===== src/rtl/core/ldt_pkg.sv =====
// ldt_pkg: shared types and constants for the layout dedup table
// field widths, function codes, entry layout, controller/datapath interface structs
// no dependencies
package ldt_pkg;

    localparam int PERIOD_W      = 16;
    localparam int ROWS_W        = 12;
    localparam int START_W       = 40;
    localparam int NUMBER_W      = 6;
    localparam int DEFAULT_MAX_ENTRIES = 32;

    // function codes carried by func
    localparam logic FUNC_LOOKUP = 1'b0;
    localparam logic FUNC_CLEAR  = 1'b1;

    typedef struct packed {
        logic [PERIOD_W-1:0] period;
        logic [ROWS_W-1:0]   num_rows;
        logic [START_W-1:0]  start_time;
    } entry_t;

    // controller to datapath
    typedef struct packed {
        logic load;       // take a new word from the input port
        logic scan_step;  // issue the next table read and advance
        logic finish;     // resolve the item and load the output register
    } ldt_cmd_t;

    // datapath to controller
    typedef struct packed {
        logic is_clear;   // held item is a clear request
        logic hit;        // compared entry matches the held item
        logic scan_end;   // every stored entry compared, none matched
        logic out_free;   // output register can take a new word
    } ldt_stat_t;

endpackage


===== src/rtl/core/ldt_ctrl.sv =====
// ldt_ctrl: sequencer for the layout dedup table
// walks idle -> scan -> finish and drives datapath commands
// depends on ldt_pkg
module ldt_ctrl
(
    input  logic              clk,
    input  logic              rst_n,
    input  logic              in_valid,
    output logic              in_ready,
    input  ldt_pkg::ldt_stat_t stat,
    output ldt_pkg::ldt_cmd_t  cmd
);

    localparam logic [1:0] ST_IDLE   = 2'd0;
    localparam logic [1:0] ST_SCAN   = 2'd1;
    localparam logic [1:0] ST_FINISH = 2'd2;

    logic [1:0] state_reg;
    logic [1:0] state_next;

    always_comb
    begin
        state_next    = state_reg;
        in_ready      = 1'b0;
        cmd.load      = 1'b0;
        cmd.scan_step = 1'b0;
        cmd.finish    = 1'b0;
        unique case (state_reg)
            ST_IDLE:
            begin
                in_ready = 1'b1;
                if (in_valid)
                begin
                    cmd.load   = 1'b1;
                    state_next = ST_SCAN;
                end
            end
            ST_SCAN:
            begin
                // clear words skip the scan entirely
                if (stat.is_clear || stat.hit || stat.scan_end)
                begin
                    state_next = ST_FINISH;
                end
                else
                begin
                    cmd.scan_step = 1'b1;
                end
            end
            ST_FINISH:
            begin
                if (stat.out_free)
                begin
                    cmd.finish = 1'b1;
                    state_next = ST_IDLE;
                end
            end
            default:
            begin
                state_next = ST_IDLE;
            end
        endcase
    end

    always_ff @(posedge clk or negedge rst_n)
    begin
        if (!rst_n)
        begin
            state_reg <= ST_IDLE;
        end
        else
        begin
            state_reg <= state_next;
        end
    end

endmodule


===== src/rtl/core/ldt_dpath.sv =====
// ldt_dpath: entry memory, entry count, scan pointer, comparator and output register
// acts only on commands from ldt_ctrl
// depends on ldt_pkg
module ldt_dpath
#(
    parameter int MAX_ENTRIES = ldt_pkg::DEFAULT_MAX_ENTRIES
)
(
    input  logic                           clk,
    input  logic                           rst_n,
    input  ldt_pkg::ldt_cmd_t              cmd,
    output ldt_pkg::ldt_stat_t             stat,
    input  logic                           func,
    input  logic [ldt_pkg::PERIOD_W-1:0]   period,
    input  logic [ldt_pkg::ROWS_W-1:0]     num_rows,
    input  logic [ldt_pkg::START_W-1:0]    start_time,
    output logic                           out_valid,
    input  logic                           out_ready,
    output logic                           is_new,
    output logic [ldt_pkg::NUMBER_W-1:0]   layout_number,
    output logic                           table_full
);

    localparam int IW = $clog2(MAX_ENTRIES);
    localparam int CW = $clog2(MAX_ENTRIES + 1);
    localparam int WW = (CW > ldt_pkg::NUMBER_W) ? CW : ldt_pkg::NUMBER_W;

    ldt_pkg::entry_t mem [MAX_ENTRIES];

    ldt_pkg::entry_t item_reg;
    logic            clear_reg;
    ldt_pkg::entry_t rd_data_reg;
    logic [CW-1:0]   count_reg;
    logic [CW-1:0]   addr_reg;
    logic [IW-1:0]   cmp_idx_reg;
    logic            cmp_vld_reg;

    logic                          out_valid_reg;
    logic                          is_new_reg;
    logic [ldt_pkg::NUMBER_W-1:0]  number_reg;
    logic                          full_reg;

    logic          read_en;
    logic          write_en;
    logic          at_cap;
    logic [CW-1:0] hit_num;
    logic [CW-1:0] new_num;
    logic [WW-1:0] hit_num_w;
    logic [WW-1:0] new_num_w;

    assign stat.is_clear = clear_reg;
    assign stat.hit      = cmp_vld_reg && (rd_data_reg == item_reg);
    assign stat.scan_end = (addr_reg == count_reg) && !stat.hit;
    assign stat.out_free = !out_valid_reg || out_ready;

    assign read_en  = cmd.scan_step && (addr_reg < count_reg);
    assign at_cap   = (count_reg == CW'(MAX_ENTRIES));
    assign write_en = cmd.finish && !clear_reg && !stat.hit && !at_cap;

    assign hit_num   = CW'(cmp_idx_reg) + CW'(1);
    assign new_num   = count_reg + CW'(1);
    assign hit_num_w = WW'(hit_num);
    assign new_num_w = WW'(new_num);

    // entry memory: one write port, one registered read port
    always_ff @(posedge clk)
    begin
        if (write_en)
        begin
            mem[count_reg[IW-1:0]] <= item_reg;
        end
        if (read_en)
        begin
            rd_data_reg <= mem[addr_reg[IW-1:0]];
        end
    end

    always_ff @(posedge clk)
    begin
        if (cmd.load)
        begin
            item_reg.period     <= period;
            item_reg.num_rows   <= num_rows;
            item_reg.start_time <= start_time;
            clear_reg           <= (func == ldt_pkg::FUNC_CLEAR);
        end
        if (read_en)
        begin
            cmp_idx_reg <= addr_reg[IW-1:0];
        end
    end

    always_ff @(posedge clk or negedge rst_n)
    begin
        if (!rst_n)
        begin
            count_reg   <= '0;
            addr_reg    <= '0;
            cmp_vld_reg <= 1'b0;
        end
        else
        begin
            if (cmd.load)
            begin
                addr_reg    <= '0;
                cmp_vld_reg <= 1'b0;
            end
            else if (cmd.scan_step)
            begin
                cmp_vld_reg <= read_en;
                if (read_en)
                begin
                    addr_reg <= addr_reg + CW'(1);
                end
            end
            if (cmd.finish)
            begin
                if (clear_reg)
                begin
                    count_reg <= '0;
                end
                else if (write_en)
                begin
                    count_reg <= new_num;
                end
            end
        end
    end

    // output register
    always_ff @(posedge clk or negedge rst_n)
    begin
        if (!rst_n)
        begin
            out_valid_reg <= 1'b0;
        end
        else if (cmd.finish)
        begin
            out_valid_reg <= 1'b1;
        end
        else if (out_ready)
        begin
            out_valid_reg <= 1'b0;
        end
    end

    always_ff @(posedge clk)
    begin
        if (cmd.finish)
        begin
            if (clear_reg)
            begin
                is_new_reg <= 1'b0;
                number_reg <= '0;
                full_reg   <= 1'b0;
            end
            else if (stat.hit)
            begin
                is_new_reg <= 1'b0;
                number_reg <= hit_num_w[ldt_pkg::NUMBER_W-1:0];
                full_reg   <= 1'b0;
            end
            else if (at_cap)
            begin
                is_new_reg <= 1'b0;
                number_reg <= '0;
                full_reg   <= 1'b1;
            end
            else
            begin
                is_new_reg <= 1'b1;
                number_reg <= new_num_w[ldt_pkg::NUMBER_W-1:0];
                full_reg   <= 1'b0;
            end
        end
    end

    assign out_valid     = out_valid_reg;
    assign is_new        = is_new_reg;
    assign layout_number = number_reg;
    assign table_full    = full_reg;

endmodule


===== src/rtl/core/layout_dedup_table_unit.sv =====
// layout_dedup_table_unit: top level of the layout dedup table
// joins the sequencer (ldt_ctrl) and the datapath (ldt_dpath)
// depends on ldt_pkg, ldt_ctrl, ldt_dpath
//
// Deduplicating lookup-or-insert table of time layouts. Each input word is
// either a lookup (func = 0) carrying period, num_rows and start_time, or a
// clear (func = 1). A lookup reads the stored entries one per cycle, oldest
// first, from an entry memory with one write and one read port; the first
// full match returns its 1-based number with is_new low, otherwise the
// layout is appended and its new number returned with is_new high. With the
// table full an unmatched layout is dropped and table_full is raised with
// layout_number zero. layout_number is the entry number modulo 64. One word
// is processed at a time: a lookup scans until a hit or until every stored
// entry is read, and a clear skips the scan. The result is registered once
// the output register is free; in_ready rises again as it is registered,
// so a new word is taken while the previous result waits on out_ready. No
// clearing pass is needed after reset: only entries below the live count
// are ever read.
module layout_dedup_table_unit
#(
    parameter int MAX_ENTRIES = ldt_pkg::DEFAULT_MAX_ENTRIES
)
(
    input  logic                           clk,
    input  logic                           rst_n,
    // input channel
    input  logic                           in_valid,
    output logic                           in_ready,
    input  logic                           func,
    input  logic [ldt_pkg::PERIOD_W-1:0]   period,
    input  logic [ldt_pkg::ROWS_W-1:0]     num_rows,
    input  logic [ldt_pkg::START_W-1:0]    start_time,
    // result channel
    output logic                           out_valid,
    input  logic                           out_ready,
    output logic                           is_new,
    output logic [ldt_pkg::NUMBER_W-1:0]   layout_number,
    output logic                           table_full
);

    ldt_pkg::ldt_cmd_t  cmd;
    ldt_pkg::ldt_stat_t stat;

    // sequencer: idle, scan, finish
    ldt_ctrl u_ctrl
    (
        .clk      (clk),
        .rst_n    (rst_n),
        .in_valid (in_valid),
        .in_ready (in_ready),
        .stat     (stat),
        .cmd      (cmd)
    );

    // entry memory, count, comparator and output register
    ldt_dpath #(
        .MAX_ENTRIES (MAX_ENTRIES)
    ) u_dpath
    (
        .clk           (clk),
        .rst_n         (rst_n),
        .cmd           (cmd),
        .stat          (stat),
        .func          (func),
        .period        (period),
        .num_rows      (num_rows),
        .start_time    (start_time),
        .out_valid     (out_valid),
        .out_ready     (out_ready),
        .is_new        (is_new),
        .layout_number (layout_number),
        .table_full    (table_full)
    );

endmodule


===== config.mk =====
export PLATFORM = sky130hd
export DESIGN_NAME = layout_dedup_table_unit
export DESIGN_NICKNAME = d
export VERILOG_FILES = /design/src/rtl/core/ldt_pkg.sv /design/src/rtl/core/ldt_ctrl.sv /design/src/rtl/core/ldt_dpath.sv /design/src/rtl/core/layout_dedup_table_unit.sv
export SDC_FILE = /design/constraint.sdc
export NUM_CORES = 2
export LEC_CHECK = 0
export ABC_CLOCK_PERIOD_IN_PS = 10900
export BUFFER_PORTS_ARGS = -buffer_cell sky130_fd_sc_hd__buf_2
export CORE_ASPECT_RATIO = 0.6
export CORE_MARGIN = 1
export CORE_UTILIZATION = 58
export DETAILED_ROUTE_END_ITERATION = 10
export PLACE_DENSITY = 0.85
export SKIP_LAST_GASP = 1
export SLEW_MARGIN = 20
export SYNTH_ARGS = -nofsm -noshare
export SYNTH_HDL_FRONTEND = slang
export SYNTH_SLANG_ARGS = --single-unit

===== constraint.sdc =====
create_clock -name clk -period 10.9 [get_ports clk]
set_input_delay 2.18 -clock clk [delete_from_list [all_inputs] [get_ports clk]]
set_output_delay 2.18 -clock clk [all_outputs]
set_load 0.1 [all_outputs]

==> results_dict.tcl <==
set metrics [dict create \
    run_status "finished clean" \
    path_class "flop to flop" \
    synth_top_cell_by_area "edfxtp_1" \
    r2r-start "u_dpath.item_reg[49]" \
    utilization_pct 64.6 \
    wl_um 237000 \
    num-fill-cells 8947 \
    rr_endpoint "u_dpath.mem[24][39]" \
    seqCellArea_um2 70300 \
    detail_route.vias_per_cell 7.27 \
    synthTopCellsByArea "edfxtp_1 78%, mux4_2 17%, mux2_2 0.86%, dfrtp_1 0.45%, clkbuf_1 0.42%" \
    cts_setup_buffers 0 \
    die_y_um 306 \
    clk_root_buffer_cell "clkbuf_16" \
    clock-sinks 2342 \
    gp_congestion 0.869 \
    startpoint_type "flop" \
    multi_input_area_um2 18300 \
    synthArstFlopShare_pct 0.683 \
    hold_buffers 0 \
    slew_violations 0 \
    ioPinCount 83 \
    synth_cell_type_count 51 \
    max_cap_violations 0 \
    tightest_slew_ps 1180 \
    initial_core_util_pct 58.4 \
    setup_ws_ps 5170 \
    min-delay-start "u_ctrl.state_reg[0]" \
    ant_nets 0 \
    rr_worst_depth 8 \
    fmax_ghz 0.175 \
    arrival_ps 6160 \
    fin_skew_ps 40.3 \
    end_kind "flop" \
    netlist_instances 3591 \
    rows 111 \
    finalSetupViolCount 0 \
    vdd_drop_max_mv 0.194 \
    relSlewSlack_pct 21.4 \
    p_leak_nw 29.7 \
    syn_avg_cell_area_um2 24.9 \
    power_density_nw_per_um2 210 \
    worst_skew_pair.late_latency_ps 840 \
    ctsResizeCount 0 \
    min_period_ps 5730 \
    areaGrowthSynthToFinish_pct 10.5 \
    required_ps 11330 \
    grt_max_degree 84 \
    dp_slack_ps 4640 \
    clockBufferDepth 3 \
    whs_ps 578 \
    cts_made_buffers 190 \
    synth.net_count 3676 \
    die_width_um 509 \
    overflow 0 \
    core_um2 153000 \
    portBuffers 82 \
    yosys_most_used_dff "edfxtp_1" \
    fin_setup_tns_ps 0 \
    synth-edff-count 2326 \
    whs_endpoint "u_dpath.out_valid" \
    synth_top_area_share_pct 78.2 \
    cts_tree "yes" \
    grt_pass1_vias 43900 \
    dp_hpwl_um 118000 \
    nNetsFinal 3908 \
    ys_ff_latch 2342 \
    synth_seq_area_share_pct 78.7 \
    die_area_um2 156000 \
    netlist_area_um2 89300 \
    htreeDepth 4 \
    whs_path_depth 1 \
    rsz0062_at_grt "no" \
    grt_use_total_pct 30.8 \
    ys_warn_count 0 \
    hp-class "flop to flop" \
    drive_above_1_share_pct 31.9 \
    rrSetupSlack_ps 5170 \
    wl_per_cell_um 39.4 \
    path_clk_slew_ps 70 \
    synth_common_cells "2326 x edfxtp_1, 680 x mux4_2, 100 x clkbuf_1" \
    power_mw 20.7 \
    largest_register_ffs 2176 \
    synth_most_common_cell "edfxtp_1" \
    period_share_pct 52.6 \
    antenna_found_initial 8 \
    grt_pass1_wl_um 331000 \
    vias 43700 \
    drtIter0Drc 7564 \
    drc 0 \
    hold_violations 0 \
    cp_max_fo 39 \
    first_pass_iters 8 \
]
critical path, stage by stage (launching register included):
cell      delay (ps)
edfxtp_1        1080
xor2_1           640
nor4_1           160
and4_1           270
and4_1           330
a21oi_2          780
buf_4            380
and4_4           770
buf_4            830
logic make-up (layout without fill, tap and decap cells):
| kind of cell | after synthesis | count (layout) | share of synthesized area, % |
|---|---|---|---|
| adder cells (fa/ha/maj) | 12 | 12 | 0.168 |
| AO/OA/AOI/OAI | 40 | 40 | 0.345 |
| other | 0 | 1 | 0 |
| flip-flops | 2342 | 2342 | 78.7 |
| buffers and inverters | 199 | 584 | 0.942 |
| XOR/XNOR | 53 | 53 | 0.520 |
| multiplexers | 753 | 753 | 18.1 |
| AND/OR/NAND/NOR | 192 | 192 | 1.29 |
routing by layer:
layer,vias to the layer above,wire length [um],global-route usage (%)
li1,16000,-,-
met1,22700,80800,42.4
met2,4253,113000,48.1
met3,689,33500,8.48
met4,8,9150,11.1
met5,-,67,0
how the worst max path moves through the flow:
stage                    startpoint                   to  slack [ps]  depth (start not counted)
6_report       u_dpath.item_reg[49]  u_dpath.mem[24][39]        5170                          8
5_1_grt        u_dpath.item_reg[49]  u_dpath.mem[24][42]        5220                          8
4_1_cts        u_dpath.item_reg[29]   u_dpath.mem[7][17]        5330                          9
3_5_place_dp              out_ready    u_dpath.mem[7][8]        4640                          9
3_3_place_gp              out_ready   u_dpath.mem[7][21]        4890                          9
2_1_floorplan             out_ready   u_dpath.mem[10][0]         340                          5
layout by cell type (no fill, tap or decap), drive strengths merged, types with 15 or more instances in the layout:
master  Yosys  layout
dfrtp      16      16
nor4       21      21
mux2       68      68
edfxtp   2326    2326
buf        75     215
nand2      34      34
xor2       32      32
clkinv      1      79
nand2b     28      28
inv        23      32
mux4      680     680
clkbuf    100     235
nor3       16      16
xnor2      21      21
and4       26      26
nand4      15      15
where the power goes:
part | internal (mW) | switching, mW
Sequential | 10.5 | 0.252
Clock | 3.59 | 3.23
Combinational | 1.22 | 1.88
through the flow:
stage,std cells,cell area (um2)
floorplan,3591,89300
global placement,5653,92600
detailed placement,5654,92600
CTS,5999,98500
global route,6011,98700
finish,6011,98700
layout make-up:
type / count / area share, %
repair buffers: 215 / 1.57
diodes: 1 / 0.00254
flip-flops and latches: 2342 / 71.2
clock buffers: 235 / 5.05
inverters: 24 / 0.0963
multi-input cells: 1050 / 18.6
well taps: 2034 / 2.58
clock inverters: 110 / 0.933
Note: power is estimated with default switching activity, not from simulation.
